`src/rtl/ftpc_pkg.sv`:
```
// Shared types and constants for the fuel transfer pump controller.
`default_nettype none
package ftpc_pkg;

  localparam int CNT_W = 10;
  localparam logic [CNT_W-1:0] CNT_MAX = '1;

  localparam int CFG_IDX_W = 2;
  localparam logic [CFG_IDX_W-1:0] CFG_PRESS   = 2'd0;
  localparam logic [CFG_IDX_W-1:0] CFG_RELEASE = 2'd1;
  localparam logic [CFG_IDX_W-1:0] CFG_WARMUP  = 2'd2;

  localparam logic [CNT_W-1:0] PRESS_RST   = 10'd10;
  localparam logic [CNT_W-1:0] RELEASE_RST = 10'd15;
  localparam logic [CNT_W-1:0] WARMUP_RST  = 10'd51;

  localparam int QDEPTH = 2;
  localparam int QPTR_W = $clog2(QDEPTH);
  localparam int QCNT_W = $clog2(QDEPTH + 1);

  localparam logic [1:0] CMD_NONE  = 2'b00;
  localparam logic [1:0] CMD_START = 2'b01;
  localparam logic [1:0] CMD_STOP  = 2'b10;

  typedef enum logic [1:0] {
    ST_READY  = 2'd0,
    ST_REF_TR = 2'd1,
    ST_REF_CH = 2'd2,
    ST_MANUAL = 2'd3
  } ctrl_state_t;

  typedef enum logic [1:0] {
    MODE_OFF = 2'd0,
    MODE_TR  = 2'd1,
    MODE_CH  = 2'd2
  } mode_t;

  typedef enum logic [1:0] {
    EV_NONE    = 2'd0,
    EV_HOLD    = 2'd1,
    EV_RELEASE = 2'd2
  } btn_event_t;

  // classified tick passed from front to back
  typedef struct packed {
    logic       active;
    mode_t      mode;
    btn_event_t ev;
    logic       main_low;
    logic       main_high;
    logic       chassis_low;
    logic       sens_err;
    logic       tr_ok;
    logic       ch_ok;
    logic       tr_fault;
    logic       ch_fault;
  } tick_t;

endpackage
`default_nettype wire

```
`src/rtl/ftpc_in_if.sv`:
```
// Input tick channel interface.
`default_nettype none
interface ftpc_in_if;
  logic valid;
  logic ready;
  logic switch_transfer;
  logic switch_chassis;
  logic button_level;
  logic main_low_quarter;
  logic main_high_ninety;
  logic chassis_low_quarter;
  logic main_sensor_error;
  logic transfer_start_ok;
  logic chassis_start_ok;
  logic transfer_fault;
  logic chassis_fault;

  modport source (
    output valid, switch_transfer, switch_chassis, button_level, main_low_quarter,
           main_high_ninety, chassis_low_quarter, main_sensor_error, transfer_start_ok,
           chassis_start_ok, transfer_fault, chassis_fault,
    input  ready
  );
  modport sink (
    input  valid, switch_transfer, switch_chassis, button_level, main_low_quarter,
           main_high_ninety, chassis_low_quarter, main_sensor_error, transfer_start_ok,
           chassis_start_ok, transfer_fault, chassis_fault,
    output ready
  );
endinterface
`default_nettype wire

```
`src/rtl/ftpc_out_if.sv`:
```
// Result channel interface.
`default_nettype none
interface ftpc_out_if;
  logic       valid;
  logic       ready;
  logic [1:0] control_state;
  logic [1:0] selected_mode;
  logic [1:0] button_event;
  logic [1:0] transfer_command;
  logic [1:0] chassis_command;

  modport source (
    output valid, control_state, selected_mode, button_event, transfer_command,
           chassis_command,
    input  ready
  );
  modport sink (
    input  valid, control_state, selected_mode, button_event, transfer_command,
           chassis_command,
    output ready
  );
endinterface
`default_nettype wire

```
`src/rtl/ftpc_cfg_if.sv`:
```
// Configuration write channel interface.
`default_nettype none
interface ftpc_cfg_if;
  logic                            valid;
  logic                            ready;
  logic [ftpc_pkg::CFG_IDX_W-1:0]  index;
  logic [ftpc_pkg::CNT_W-1:0]      data;

  modport source (output valid, index, data, input ready);
  modport sink (input valid, index, data, output ready);
endinterface
`default_nettype wire

```
`src/rtl/ftpc_front.sv`:
```
// Front end: config registers, button qualifier, warm-up count, mode decode.
`default_nettype none
module ftpc_front (
  input  wire logic            clk,
  input  wire logic            rst_n,
  ftpc_in_if.sink              in_ch,
  ftpc_cfg_if.sink             cfg_ch,
  input  wire logic            q_full,
  output ftpc_pkg::tick_t      push_tick,
  output logic                 push
);

  logic [ftpc_pkg::CNT_W-1:0] press_ticks_r, release_ticks_r, warmup_ticks_r;
  logic                       phase_r, phase_nxt;
  logic [ftpc_pkg::CNT_W-1:0] bcnt_r, bcnt_nxt, bcnt_up;
  logic [ftpc_pkg::CNT_W-1:0] wcnt_r, wcnt_nxt;
  logic                       pressed, active;
  ftpc_pkg::btn_event_t       ev;
  ftpc_pkg::mode_t            mode;

  assign cfg_ch.ready = 1'b1;
  assign in_ch.ready  = !q_full;
  assign push         = in_ch.valid && !q_full;

  always_ff @(posedge clk) begin
    if (!rst_n) begin
      press_ticks_r   <= ftpc_pkg::PRESS_RST;
      release_ticks_r <= ftpc_pkg::RELEASE_RST;
      warmup_ticks_r  <= ftpc_pkg::WARMUP_RST;
    end else if (cfg_ch.valid) begin
      case (cfg_ch.index)
        ftpc_pkg::CFG_PRESS:   press_ticks_r   <= cfg_ch.data;
        ftpc_pkg::CFG_RELEASE: release_ticks_r <= cfg_ch.data;
        ftpc_pkg::CFG_WARMUP:  warmup_ticks_r  <= cfg_ch.data;
        default: ;
      endcase
    end
  end

  assign pressed = !in_ch.button_level;
  assign bcnt_up = (bcnt_r == ftpc_pkg::CNT_MAX) ? bcnt_r : bcnt_r + 1'b1;

  always_comb begin
    phase_nxt = phase_r;
    bcnt_nxt  = bcnt_r;
    ev        = ftpc_pkg::EV_NONE;
    if (!phase_r) begin
      bcnt_nxt = pressed ? bcnt_up : '0;
      if (bcnt_nxt >= press_ticks_r) begin
        phase_nxt = 1'b1;
        bcnt_nxt  = '0;
        ev        = ftpc_pkg::EV_HOLD;
      end
    end else begin
      ev = ftpc_pkg::EV_HOLD;
      if (!pressed) begin
        bcnt_nxt = bcnt_up;
        if (bcnt_nxt >= release_ticks_r) begin
          phase_nxt = 1'b0;
          bcnt_nxt  = '0;
          ev        = ftpc_pkg::EV_RELEASE;
        end
      end
    end
  end

  assign active   = (wcnt_r >= warmup_ticks_r);
  assign wcnt_nxt = (!active && wcnt_r != ftpc_pkg::CNT_MAX) ? wcnt_r + 1'b1 : wcnt_r;

  assign mode = in_ch.switch_transfer ? ftpc_pkg::MODE_TR :
                in_ch.switch_chassis  ? ftpc_pkg::MODE_CH : ftpc_pkg::MODE_OFF;

  always_ff @(posedge clk) begin
    if (!rst_n) begin
      phase_r <= 1'b0;
      bcnt_r  <= '0;
      wcnt_r  <= '0;
    end else if (push) begin
      phase_r <= phase_nxt;
      bcnt_r  <= bcnt_nxt;
      wcnt_r  <= wcnt_nxt;
    end
  end

  always_comb begin
    push_tick.active      = active;
    push_tick.mode        = mode;
    push_tick.ev          = ev;
    push_tick.main_low    = in_ch.main_low_quarter;
    push_tick.main_high   = in_ch.main_high_ninety;
    push_tick.chassis_low = in_ch.chassis_low_quarter;
    push_tick.sens_err    = in_ch.main_sensor_error;
    push_tick.tr_ok       = in_ch.transfer_start_ok;
    push_tick.ch_ok       = in_ch.chassis_start_ok;
    push_tick.tr_fault    = in_ch.transfer_fault;
    push_tick.ch_fault    = in_ch.chassis_fault;
  end

endmodule
`default_nettype wire

```
`src/rtl/ftpc_queue.sv`:
```
// Short FIFO of classified ticks between front and back.
`default_nettype none
module ftpc_queue (
  input  wire logic             clk,
  input  wire logic             rst_n,
  input  wire logic             push,
  input  wire ftpc_pkg::tick_t  push_tick,
  output logic                  full,
  output logic                  head_valid,
  output ftpc_pkg::tick_t       head_tick,
  input  wire logic             pop
);

  ftpc_pkg::tick_t                mem [ftpc_pkg::QDEPTH];
  logic [ftpc_pkg::QPTR_W-1:0]    wr_r, rd_r;
  logic [ftpc_pkg::QCNT_W-1:0]    cnt_r;

  assign full       = (cnt_r == ftpc_pkg::QCNT_W'(ftpc_pkg::QDEPTH));
  assign head_valid = (cnt_r != '0);
  assign head_tick  = mem[rd_r];

  always_ff @(posedge clk) begin
    if (push) mem[wr_r] <= push_tick;
  end

  always_ff @(posedge clk) begin
    if (!rst_n) begin
      wr_r  <= '0;
      rd_r  <= '0;
      cnt_r <= '0;
    end else begin
      if (push) begin
        wr_r <= (wr_r == ftpc_pkg::QPTR_W'(ftpc_pkg::QDEPTH - 1)) ? '0 : wr_r + 1'b1;
      end
      if (pop) begin
        rd_r <= (rd_r == ftpc_pkg::QPTR_W'(ftpc_pkg::QDEPTH - 1)) ? '0 : rd_r + 1'b1;
      end
      if (push && !pop) cnt_r <= cnt_r + 1'b1;
      else if (pop && !push) cnt_r <= cnt_r - 1'b1;
    end
  end

endmodule
`default_nettype wire

```
`src/rtl/ftpc_back.sv`:
```
// Back end: refuel state machine, pump commands and result register.
`default_nettype none
module ftpc_back (
  input  wire logic             clk,
  input  wire logic             rst_n,
  input  wire logic             head_valid,
  input  wire ftpc_pkg::tick_t  head_tick,
  output logic                  pop,
  ftpc_out_if.source            out_ch
);

  ftpc_pkg::ctrl_state_t state_r, state_nxt, st_eff;
  ftpc_pkg::mode_t       mode_r, mode_nxt;
  logic                  mode_chg;
  logic [1:0]            tr_cmd, ch_cmd;
  logic                  go_refuel;
  ftpc_pkg::tick_t       t;

  logic                  out_valid_r;
  ftpc_pkg::ctrl_state_t out_state_r;
  ftpc_pkg::mode_t       out_mode_r;
  ftpc_pkg::btn_event_t  out_ev_r;
  logic [1:0]            out_tr_r, out_ch_r;

  assign t   = head_tick;
  assign pop = head_valid && (!out_valid_r || out_ch.ready);

  assign mode_chg  = t.active && (t.mode != mode_r);
  assign st_eff    = mode_chg ? ftpc_pkg::ST_READY : state_r;
  assign mode_nxt  = t.active ? t.mode : mode_r;
  assign go_refuel = (t.ev == ftpc_pkg::EV_RELEASE || t.main_low) &&
                     t.mode != ftpc_pkg::MODE_OFF && !t.sens_err;

  // next state
  always_comb begin
    state_nxt = state_r;
    if (t.active) begin
      state_nxt = st_eff;
      unique case (st_eff)
        ftpc_pkg::ST_READY: begin
          if (go_refuel) begin
            if (t.mode == ftpc_pkg::MODE_TR) begin
              if (t.tr_ok) state_nxt = ftpc_pkg::ST_REF_TR;
            end else if (!t.chassis_low && t.ch_ok) begin
              state_nxt = ftpc_pkg::ST_REF_CH;
            end
          end else if (t.ev != ftpc_pkg::EV_NONE && t.sens_err) begin
            state_nxt = ftpc_pkg::ST_MANUAL;
          end
        end
        ftpc_pkg::ST_REF_TR: begin
          if (t.ev == ftpc_pkg::EV_RELEASE || t.main_high || t.tr_fault) begin
            state_nxt = ftpc_pkg::ST_READY;
          end
        end
        ftpc_pkg::ST_REF_CH: begin
          if (t.ev == ftpc_pkg::EV_RELEASE || t.main_high || t.chassis_low || t.ch_fault) begin
            state_nxt = ftpc_pkg::ST_READY;
          end
        end
        ftpc_pkg::ST_MANUAL: begin
          if (t.ev != ftpc_pkg::EV_HOLD) state_nxt = ftpc_pkg::ST_READY;
        end
      endcase
    end
  end

  // pump commands
  always_comb begin
    tr_cmd = ftpc_pkg::CMD_NONE;
    ch_cmd = ftpc_pkg::CMD_NONE;
    if (t.active) begin
      if (mode_chg) begin
        tr_cmd = ftpc_pkg::CMD_STOP;
        ch_cmd = ftpc_pkg::CMD_STOP;
      end
      unique case (st_eff)
        ftpc_pkg::ST_READY: begin
          if (go_refuel) begin
            if (t.mode == ftpc_pkg::MODE_TR) tr_cmd = tr_cmd | ftpc_pkg::CMD_START;
            else if (!t.chassis_low) ch_cmd = ch_cmd | ftpc_pkg::CMD_START;
          end else if (t.ev != ftpc_pkg::EV_NONE && t.sens_err) begin
            if (t.mode == ftpc_pkg::MODE_TR) tr_cmd = tr_cmd | ftpc_pkg::CMD_START;
            else if (t.mode == ftpc_pkg::MODE_CH) ch_cmd = ch_cmd | ftpc_pkg::CMD_START;
          end
        end
        ftpc_pkg::ST_REF_TR: begin
          if (t.ev == ftpc_pkg::EV_RELEASE || t.main_high) begin
            tr_cmd = tr_cmd | ftpc_pkg::CMD_STOP;
          end
        end
        ftpc_pkg::ST_REF_CH: begin
          if (t.ev == ftpc_pkg::EV_RELEASE || t.main_high || t.chassis_low) begin
            ch_cmd = ch_cmd | ftpc_pkg::CMD_STOP;
          end
        end
        ftpc_pkg::ST_MANUAL: begin
          if (t.ev != ftpc_pkg::EV_HOLD) begin
            if (t.mode == ftpc_pkg::MODE_TR) tr_cmd = tr_cmd | ftpc_pkg::CMD_STOP;
            else if (t.mode == ftpc_pkg::MODE_CH) ch_cmd = ch_cmd | ftpc_pkg::CMD_STOP;
          end
        end
      endcase
    end
  end

  always_ff @(posedge clk) begin
    if (!rst_n) begin
      state_r     <= ftpc_pkg::ST_READY;
      mode_r      <= ftpc_pkg::MODE_OFF;
      out_valid_r <= 1'b0;
    end else begin
      if (pop) begin
        state_r     <= state_nxt;
        mode_r      <= mode_nxt;
        out_valid_r <= 1'b1;
      end else if (out_ch.ready) begin
        out_valid_r <= 1'b0;
      end
    end
  end

  always_ff @(posedge clk) begin
    if (pop) begin
      out_state_r <= state_nxt;
      out_mode_r  <= t.mode;
      out_ev_r    <= t.ev;
      out_tr_r    <= tr_cmd;
      out_ch_r    <= ch_cmd;
    end
  end

  assign out_ch.valid            = out_valid_r;
  assign out_ch.control_state    = out_state_r;
  assign out_ch.selected_mode    = out_mode_r;
  assign out_ch.button_event     = out_ev_r;
  assign out_ch.transfer_command = out_tr_r;
  assign out_ch.chassis_command  = out_ch_r;

endmodule
`default_nettype wire

```
`src/rtl/fuel_transfer_pump_controller.sv`:
```
// Top level: front classifier, tick queue and refuel back end.
// An accepted tick is written into the two-entry queue, which absorbs output
// stalls, and is then popped into the result register that drives out valid.
// Throughput: one tick per cycle while the queue is not full; the back end
// retires one queued tick per cycle into the result register unless stalled.
// Reset: synchronous, active low; config returns to 10/15/51 and all state
// to ready/off with counts cleared, no clearing pass.
`default_nettype none
module fuel_transfer_pump_controller (
  input  wire logic  clk,
  input  wire logic  rst_n,
  ftpc_in_if.sink    in_ch,
  ftpc_out_if.source out_ch,
  ftpc_cfg_if.sink   cfg_ch
);

  ftpc_pkg::tick_t push_tick, head_tick;
  logic            push, q_full, head_valid, pop;

  ftpc_front u_front (
    .clk       (clk),
    .rst_n     (rst_n),
    .in_ch     (in_ch),
    .cfg_ch    (cfg_ch),
    .q_full    (q_full),
    .push_tick (push_tick),
    .push      (push)
  );

  ftpc_queue u_queue (
    .clk        (clk),
    .rst_n      (rst_n),
    .push       (push),
    .push_tick  (push_tick),
    .full       (q_full),
    .head_valid (head_valid),
    .head_tick  (head_tick),
    .pop        (pop)
  );

  ftpc_back u_back (
    .clk        (clk),
    .rst_n      (rst_n),
    .head_valid (head_valid),
    .head_tick  (head_tick),
    .pop        (pop),
    .out_ch     (out_ch)
  );

endmodule
`default_nettype wire
```
`src/flat_wrapper.sv`:
```
// flat-port wrapper written by rule: the top's interface ports become plain ports
module fuel_transfer_pump_controller_flat 
  (clk, rst_n, in_ch_valid, in_ch_switch_transfer, in_ch_switch_chassis, in_ch_button_level, in_ch_main_low_quarter, in_ch_main_high_ninety, in_ch_chassis_low_quarter, in_ch_main_sensor_error, in_ch_transfer_start_ok, in_ch_chassis_start_ok, in_ch_transfer_fault, in_ch_chassis_fault, in_ch_ready, out_ch_valid, out_ch_control_state, out_ch_selected_mode, out_ch_button_event, out_ch_transfer_command, out_ch_chassis_command, out_ch_ready, cfg_ch_valid, cfg_ch_index, cfg_ch_data, cfg_ch_ready);
  ftpc_in_if in_ch_i ();
  ftpc_out_if out_ch_i ();
  ftpc_cfg_if cfg_ch_i ();
  input  wire logic clk;
  input  wire logic rst_n;
  input wire logic [$bits(in_ch_i.valid)-1:0] in_ch_valid;
  input wire logic [$bits(in_ch_i.switch_transfer)-1:0] in_ch_switch_transfer;
  input wire logic [$bits(in_ch_i.switch_chassis)-1:0] in_ch_switch_chassis;
  input wire logic [$bits(in_ch_i.button_level)-1:0] in_ch_button_level;
  input wire logic [$bits(in_ch_i.main_low_quarter)-1:0] in_ch_main_low_quarter;
  input wire logic [$bits(in_ch_i.main_high_ninety)-1:0] in_ch_main_high_ninety;
  input wire logic [$bits(in_ch_i.chassis_low_quarter)-1:0] in_ch_chassis_low_quarter;
  input wire logic [$bits(in_ch_i.main_sensor_error)-1:0] in_ch_main_sensor_error;
  input wire logic [$bits(in_ch_i.transfer_start_ok)-1:0] in_ch_transfer_start_ok;
  input wire logic [$bits(in_ch_i.chassis_start_ok)-1:0] in_ch_chassis_start_ok;
  input wire logic [$bits(in_ch_i.transfer_fault)-1:0] in_ch_transfer_fault;
  input wire logic [$bits(in_ch_i.chassis_fault)-1:0] in_ch_chassis_fault;
  output wire logic [$bits(in_ch_i.ready)-1:0] in_ch_ready;
  output wire logic [$bits(out_ch_i.valid)-1:0] out_ch_valid;
  output wire logic [$bits(out_ch_i.control_state)-1:0] out_ch_control_state;
  output wire logic [$bits(out_ch_i.selected_mode)-1:0] out_ch_selected_mode;
  output wire logic [$bits(out_ch_i.button_event)-1:0] out_ch_button_event;
  output wire logic [$bits(out_ch_i.transfer_command)-1:0] out_ch_transfer_command;
  output wire logic [$bits(out_ch_i.chassis_command)-1:0] out_ch_chassis_command;
  input wire logic [$bits(out_ch_i.ready)-1:0] out_ch_ready;
  input wire logic [$bits(cfg_ch_i.valid)-1:0] cfg_ch_valid;
  input wire logic [$bits(cfg_ch_i.index)-1:0] cfg_ch_index;
  input wire logic [$bits(cfg_ch_i.data)-1:0] cfg_ch_data;
  output wire logic [$bits(cfg_ch_i.ready)-1:0] cfg_ch_ready;
  assign in_ch_i.valid = in_ch_valid;
  assign in_ch_i.switch_transfer = in_ch_switch_transfer;
  assign in_ch_i.switch_chassis = in_ch_switch_chassis;
  assign in_ch_i.button_level = in_ch_button_level;
  assign in_ch_i.main_low_quarter = in_ch_main_low_quarter;
  assign in_ch_i.main_high_ninety = in_ch_main_high_ninety;
  assign in_ch_i.chassis_low_quarter = in_ch_chassis_low_quarter;
  assign in_ch_i.main_sensor_error = in_ch_main_sensor_error;
  assign in_ch_i.transfer_start_ok = in_ch_transfer_start_ok;
  assign in_ch_i.chassis_start_ok = in_ch_chassis_start_ok;
  assign in_ch_i.transfer_fault = in_ch_transfer_fault;
  assign in_ch_i.chassis_fault = in_ch_chassis_fault;
  assign in_ch_ready = in_ch_i.ready;
  assign out_ch_valid = out_ch_i.valid;
  assign out_ch_control_state = out_ch_i.control_state;
  assign out_ch_selected_mode = out_ch_i.selected_mode;
  assign out_ch_button_event = out_ch_i.button_event;
  assign out_ch_transfer_command = out_ch_i.transfer_command;
  assign out_ch_chassis_command = out_ch_i.chassis_command;
  assign out_ch_i.ready = out_ch_ready;
  assign cfg_ch_i.valid = cfg_ch_valid;
  assign cfg_ch_i.index = cfg_ch_index;
  assign cfg_ch_i.data = cfg_ch_data;
  assign cfg_ch_ready = cfg_ch_i.ready;
  fuel_transfer_pump_controller u_core (.clk(clk), .rst_n(rst_n), .in_ch(in_ch_i), .out_ch(out_ch_i), .cfg_ch(cfg_ch_i));
endmodule
```
`config.mk`:
```
export PLATFORM = sky130hd
export DESIGN_NAME = fuel_transfer_pump_controller_flat
export DESIGN_NICKNAME = d
export VERILOG_FILES = /design/src/rtl/ftpc_pkg.sv /design/src/rtl/ftpc_in_if.sv /design/src/rtl/ftpc_out_if.sv /design/src/rtl/ftpc_cfg_if.sv /design/src/rtl/ftpc_front.sv /design/src/rtl/ftpc_queue.sv /design/src/rtl/ftpc_back.sv /design/src/rtl/fuel_transfer_pump_controller.sv /design/src/flat_wrapper.sv
export SDC_FILE = /design/constraint.sdc
export NUM_CORES = 1
export LEC_CHECK = 0
export ABC_AREA = 1
export BUFFER_PORTS_ARGS = -buffer_cell sky130_fd_sc_hd__clkbuf_2
export CAP_MARGIN = 10
export CELL_PAD_IN_SITES_DETAIL_PLACEMENT = 1
export CELL_PAD_IN_SITES_GLOBAL_PLACEMENT = 1
export CORE_MARGIN = 2
export CORE_UTILIZATION = 45
export CTS_CLUSTER_SIZE = 24
export DETAILED_ROUTE_END_ITERATION = 8
export GPL_TIMING_DRIVEN = 1
export HOLD_SLACK_MARGIN = 0.05
export MAX_ROUTING_LAYER = met4
export PLACE_DENSITY_LB_ADDON = 0.08
export RECOVER_POWER = 50
export SLEW_MARGIN = 30
export SYNTH_ARGS = -nofsm -noshare
export SYNTH_HDL_FRONTEND = slang
export SYNTH_HIERARCHICAL = 1
export SYNTH_SLANG_ARGS = --single-unit
```
`constraint.sdc`:
```
create_clock -name clk -period 3.4 [get_ports clk]
set_clock_uncertainty 0.1 [all_clocks]
set_input_delay 0.51 -clock clk [delete_from_list [all_inputs] [get_ports clk]]
set_output_delay 0.51 -clock clk [all_outputs]
set_load 0.01 [all_outputs]
```
After elaboration in Yosys (flattened, before gate mapping)
Memories as Yosys holds them, arrays and structs flattened. A register that Yosys moved wholly into a read port is not among the register bits. Index checks and enable logic that the tools add are counted.

Bits in registers: 70. Bits in writable memories: 26. Output and inout port bits: 13. Word-level logic and storage cells: 133. Memories kept: 1.

$add $sub $neg: 6. Magnitude comparators: 3. Equality and inequality tests: 14. Mux-type cells: 56. Reductions and logical operators: 36.

Memories: u_core.u_queue.mem (depth 2, width 13, rd ports 1, clocked after Yosys merged registers in 1, wr ports 1, line ftpc_queue.sv:14) `ftpc_pkg::tick_t mem [ftpc_pkg::QDEPTH];`.

Operator list (number): $mux 10 (6); $mux 2 (25); $ge 10x10->1 (3); $mux 1 (22); $add 10x1->10 const B (2); $eq 2x2->1 const B (6); $pmux 2 s3 (2); $reduce_and 2->1 (6); $eq 10x10->1 const B (1); $logic_and 1x1->1 (10); $ne 10x10->1 const B (1); $reduce_bool 2->1 (5); $pmux 2 s4 (1); $logic_not 1->1 (7); $eq 2x1->1 const B (3); $logic_or 1x1->1 (6); $logic_not 2->1 (2); $add 1x1->1 const B (2); $add 2x1->2 const B (1); $ne 2x1->1 const B (1); $ne 2x2->1 (1); $ne 2x2->1 const B (1); $sub 2x1->2 const B (1).

Longest topological paths before layout
Word-level depth: 8. Depth in mapped cells: 18. Mapped depth without buffers: 18.

By module
The synthesis kept the hierarchy.

Modules (own cells, without submodules): ftpc_front (instances 1, cells each 466, area an instance 3275.6 um^2, seq. area each 1021.0 um^2); ftpc_queue (instances 1, cells each 75, area an instance 1203.7 um^2, seq. area each 880.8 um^2); ftpc_back (instances 1, cells each 104, area an instance 815.8 um^2, seq. area each 400.4 um^2).

Worst setup path before layout
No wires, ideal clock.

Path kind: reg-to-reg. Start: reg u_core/u_front/bcnt_r[0] in the netlist's numbering. End: mem u_core/u_queue/mem[0][8] in the netlist's numbering, data pin. Setup time: 252 ps. Data arrival time: 2046 ps. Required time: 3048 ps. Path slack: 1002 ps. Cell stages (with the launch flop): 17. Buffers on the path: 2. Period minus slack after synthesis: 2398 ps. Cell sequence: dfxtp_1 ha_1 nand2_1 nor2_2 nand3_4 buf_6 a21oi_1 ha_1 nand2_1 inv_1 nand2_1 nand2_1 nand2_1 nand3_1 nand2_1 inv_1 buf_4.

RTL lines: from (decl) (line ftpc_front.sv:15) `logic [ftpc_pkg::CNT_W-1:0] bcnt_r, bcnt_nxt, bcnt_up;`; from (signal assigned) (line ftpc_front.sv:80) `bcnt_r <= bcnt_nxt;`; to (decl) (line ftpc_queue.sv:14).

Worst setup path in the final report
Start: reg u_core/u_front/bcnt_r[0] in the netlist's numbering. End: reg u_core/u_front/bcnt_r[0] in the netlist's numbering.

Cells in the longest elaborated chain, start to end: 6. Elaborated cells between the ends (all ways): 10. Classes of those cells: add/sub (1); order compare (2); eq/ne (1); mux (6).

RTL lines: $add 10x1->10 or $eq 10x10->1 (tied branches) (line ftpc_front.sv:41) `assign bcnt_up = (bcnt_r == ftpc_pkg::CNT_MAX) ? bcnt_r : bcnt_r + 1'b1;`; $mux 10 * (line ftpc_front.sv:41); $ge 10x10->1 or $mux 10 (tied branches) (line ftpc_front.sv:58, ftpc_front.sv:48); $mux 10 or $ge 10x10->1 (tied branches) (line ftpc_front.sv:58, ftpc_front.sv:49); $mux 10, on equally long branches (line ftpc_front.sv:56, ftpc_front.sv:49); $mux 10 * (line ftpc_front.sv:47) `if (!phase_r) begin`.

Mark *: on every way between the ends. The rest lies on a longest branch, timed or not. The select of a mux whose other input is x is not followed. A chain may end at the register's enable or synchronous reset.

==> impl_metrics.env <==
export IMPL_start_util_pct=46.2
export IMPL_violations="max-capacitance violations, max-slew violations"
export IMPL_fmax_mhz=347
export IMPL_postLayoutCellArea_sq_mm=0.00580
export IMPL_cap_violations=1
export IMPL_clockBufferDepth=2
export IMPL_grt_pass1_vias=4466
export IMPL_post_place_ws_ns=0.542
export IMPL_synth_edf_count=36
export IMPL_antenna_left=0
export IMPL_start_kind="flip-flop"
export IMPL_setup_ws_ns=0.520
export IMPL_clock_latency_ns=0.36
export IMPL_ios=41
export IMPL_grt_use_total_pct=23.2
export IMPL_timing_setup_tns_ns=0
export IMPL_dieArea_sq_mm=0.0127
export IMPL_synthDistinctLibCells=38
export IMPL_synth_ff_type="dfxtp_1"
export IMPL_io_buffers=39
export IMPL_cp_slowest_cell="dfxtp_1"
export IMPL_switching_share_pct=34.2
export IMPL_path_clk_slew_ns=0.07
export IMPL_fin_crit_ns=2.88
export IMPL_pwr_share_comb_pct=27.7
export IMPL_antenna_found_initial=0
export IMPL_setup_viol=0
export IMPL_pwr_share_clk_pct=29.5
export IMPL_worst_pin_slew_ns=1.75
export IMPL_postCtsSetupBuffers=0
export IMPL_slowest_delay_ns=0.39
export IMPL_gp_congestion=0.910
export IMPL_synth_largest_area_cell="dfxtp_1"
export IMPL_routedWlPerCell_um=16.1
export IMPL_area_growth_pct=9.48
export IMPL_cts_sinks=97
export IMPL_core_area_sq_mm=0.0115
export IMPL_p_int_mw=2.35
export IMPL_syn_cell_area_sq_mm=0.00530
export IMPL_placed_area_sq_mm=0.00553
export IMPL_cts_resized=0
export IMPL_cts_hold_buf=0
export IMPL_n_antenna_cell=0
export IMPL_crit_family="simple AND/OR/NAND/NOR gates"
export IMPL_ys_seq_elements=97
export IMPL_dieHeight_um=112
export IMPL_relSlewSlack_pct=-16.7
export IMPL_crit_path_max_fanout=16
export IMPL_yosysWarnings=6
export IMPL_synth_area_top_cells="dfxtp_1 (23%), edfxtp_1 (20%), nand2_1 (9.6%), ha_1 (7.8%), inv_1 (6.7%)"
export IMPL_period_share_pct=84.7
export IMPL_rsz0062_at_grt="false"
export IMPL_num_vias=4339
export IMPL_synthArstFlopShare_pct=0
export IMPL_ys_seq_area_share_pct=43.5
export IMPL_timing_hold_ws_ns=0.244
export IMPL_first_pass_iters=6
export IMPL_irDropWorstVdd_mv=0.483
export IMPL_rows=39
export IMPL_power_density_mw_per_mm2=615
export IMPL_seq_power_share_pct=42.8
export IMPL_clockRootBuffer="clkbuf_16"
export IMPL_cp_common_cell="nand3_1"
export IMPL_syn_area_per_cell_sq_um=8.21
export IMPL_hold_violations=0
export IMPL_drt_iter0_markers=280
export IMPL_synth_cells=645
export IMPL_worst_path_buf_inv=1
export IMPL_nets=735
export IMPL_syn_nets=706
export IMPL_grt_pass1_wl_um=22100
export IMPL_cts_buffers=9
export IMPL_crit_arrival_ns=3.05
export IMPL_netlist_area_leader_share_pct=23.1
export IMPL_cts_tree="done"
export IMPL_criticalPathCategory="reg2reg"
export IMPL_hpwl_um=9990
export IMPL_min_path_type="in2reg"
export IMPL_die_w_um=112
export IMPL_nFillCells=1441
export IMPL_overflow=0
export IMPL_drive_gt1_share_pct=10.8
export IMPL_crit_path_end_kind="flip-flop"
export IMPL_drv_slew=43
export IMPL_wl_um=13200
export IMPL_critical_path_required_ns=3.57
export IMPL_route_detailed_drc=0
export IMPL_viasPerCell=5.28
export IMPL_h_tree_depth=3
export IMPL_status="finished with violations"
export IMPL_leakagePower_nw=2.61
export IMPL_switchingPower_mw=1.22
export IMPL_path_cells="ha_1, nand2_1, nor2_2, nand3_4, o21ai_1, inv_1, ha_1, nand2_1, nand3_1, nand3_1, nand4_1, nand2_2, nand3_1, a21oi_1"
export IMPL_grt_max_degree=43
[sequential cells by signal, indices dropped and copies added (netlist names), named ones only]
signal	cells
u_core/u_back/out_ch.transfer_command	2
u_core/u_front/wcnt_r	10
u_core/u_back/out_ch.chassis_command	2
u_core/u_queue/wr_r	1
u_core/u_back/state_r	2
u_core/u_front/bcnt_r	10
u_core/u_queue/rd_r	1
u_core/u_queue/mem	26
u_core/u_front/release_ticks_r	10
u_core/u_front/press_ticks_r	10
u_core/u_back/out_ch.button_event	2
u_core/u_back/mode_r	2
u_core/u_back/out_ch.selected_mode	2
u_core/u_back/out_ch.valid	1
u_core/u_front/warmup_ticks_r	10
u_core/u_front/phase_r	1
u_core/u_queue/cnt_r	2
u_core/u_back/out_ch.control_state	2
[kinds of logic (layout without fill, tap and decap cells)]
family / count (synthesis) / in the layout / synth area share, %
AO/OA/AOI/OAI: 108 / 108 / 10.8
XOR/XNOR: 12 / 12 / 1.98
adder cells (fa/ha/maj): 33 / 33 / 7.80
buffers and inverters: 127 / 161 / 10.4
flip-flops: 97 / 97 / 43.5
multiplexers: 13 / 13 / 3.47
other: 1 / 1 / 0.0708
AND/OR/NAND/NOR: 254 / 254 / 21.9
[layout make-up]
type	instances	area (sq um)	share of cell area, %
Tap cell	143	179	3.09
Sequential cell	97	2300	39.7
Clock inverter	6	75.1	1.30
Clock buffer	10	229	3.95
Inverter	101	379	6.54
Timing Repair Buffer	44	204	3.52
Multi-Input combinational cell	421	2430	41.9
[final timing paths]
kind,endpoint,slack [ns],cells after the start,startpoint
hold / removal,u_core/u_queue/mem[1][5]$_DFFE_PP_,0.24,1,in_ch_chassis_low_quarter
hold reg to reg,u_core/u_front/press_ticks_r[2]$_SDFFE_PN0P_,0.36,2,u_core/u_front/press_ticks_r[2]$_SDFFE_PN0P_
setup / recovery,u_core/u_front/bcnt_r[0]$_SDFFE_PN0P_,0.52,14,u_core/u_front/bcnt_r[0]$_SDFFE_PN0P_
setup reg to reg,u_core/u_front/bcnt_r[0]$_SDFFE_PN0P_,0.52,14,u_core/u_front/bcnt_r[0]$_SDFFE_PN0P_
[layout by cell type, fill, tap and decap left out, types with 4 or more instances in the layout]
master     count
a21oi_1       60
buf_4          4
clkbuf_1      22
clkbuf_16      9
clkbuf_2      19
dfxtp_1       61
edfxtp_1      36
ha_1          33
inv_1         95
inv_2          4
mux2_1         4
mux2_4         7
nand2_1      135
nand2_2        9
nand3_1       41
nand3b_1       4
nand4_1        9
nor2_1        40
o211ai_1       8
o21ai_0       31
xnor2_1        4
xor2_1         8
[power by group through the flow]
| stage | clock network (mW) | registers [mW] | logic, mW |
|---|---|---|---|
| floorplan | 0 | 1.56 | 0.701 |
| global placement | 0 | 1.54 | 0.974 |
| detailed placement | 0 | 1.56 | 1.02 |
| CTS | 1.09 | 1.53 | 1.03 |
| global route | 1.14 | 1.55 | 1.12 |
| finish | 1.05 | 1.53 | 0.986 |
[synth_stat cells (6+ instances only)]
cell type and number:
inv_1 95, nand4_1 9, nand2_2 9, edfxtp_1 36, buf_4 13, o211ai_1 8, nand2_1 135, a21oi_1 60
clkbuf_1 6, ha_1 33, o21ai_0 31, dfxtp_1 61, xor2_1 8, nor2_1 40, nand3_1 41, mux2_4 10
[per-layer routing]
layer | share of wire, % | global-route usage (%) | routed length (um) | vias up
met5 | 0 | - | 0 | -
met4 | 2.7 | 10.0 | 358 | 0
met3 | 3.1 | 3.89 | 407 | 24
met2 | 50 | 39.5 | 6610 | 72
met1 | 44 | 27.1 | 5850 | 2078
li1 | - | - | - | 2165
[per-stage QoR]
stage                     std cells  power [mW]  util, %
after global routing            822        3.80     50.6
after CTS                       822        3.65     50.9
after detailed placement        806        2.57     48.2
after floorplan                 645        2.26        -
after global placement          806        2.52     48.2
final                           822        3.56     50.6
Note: power is estimated with default switching activity, not from simulation.
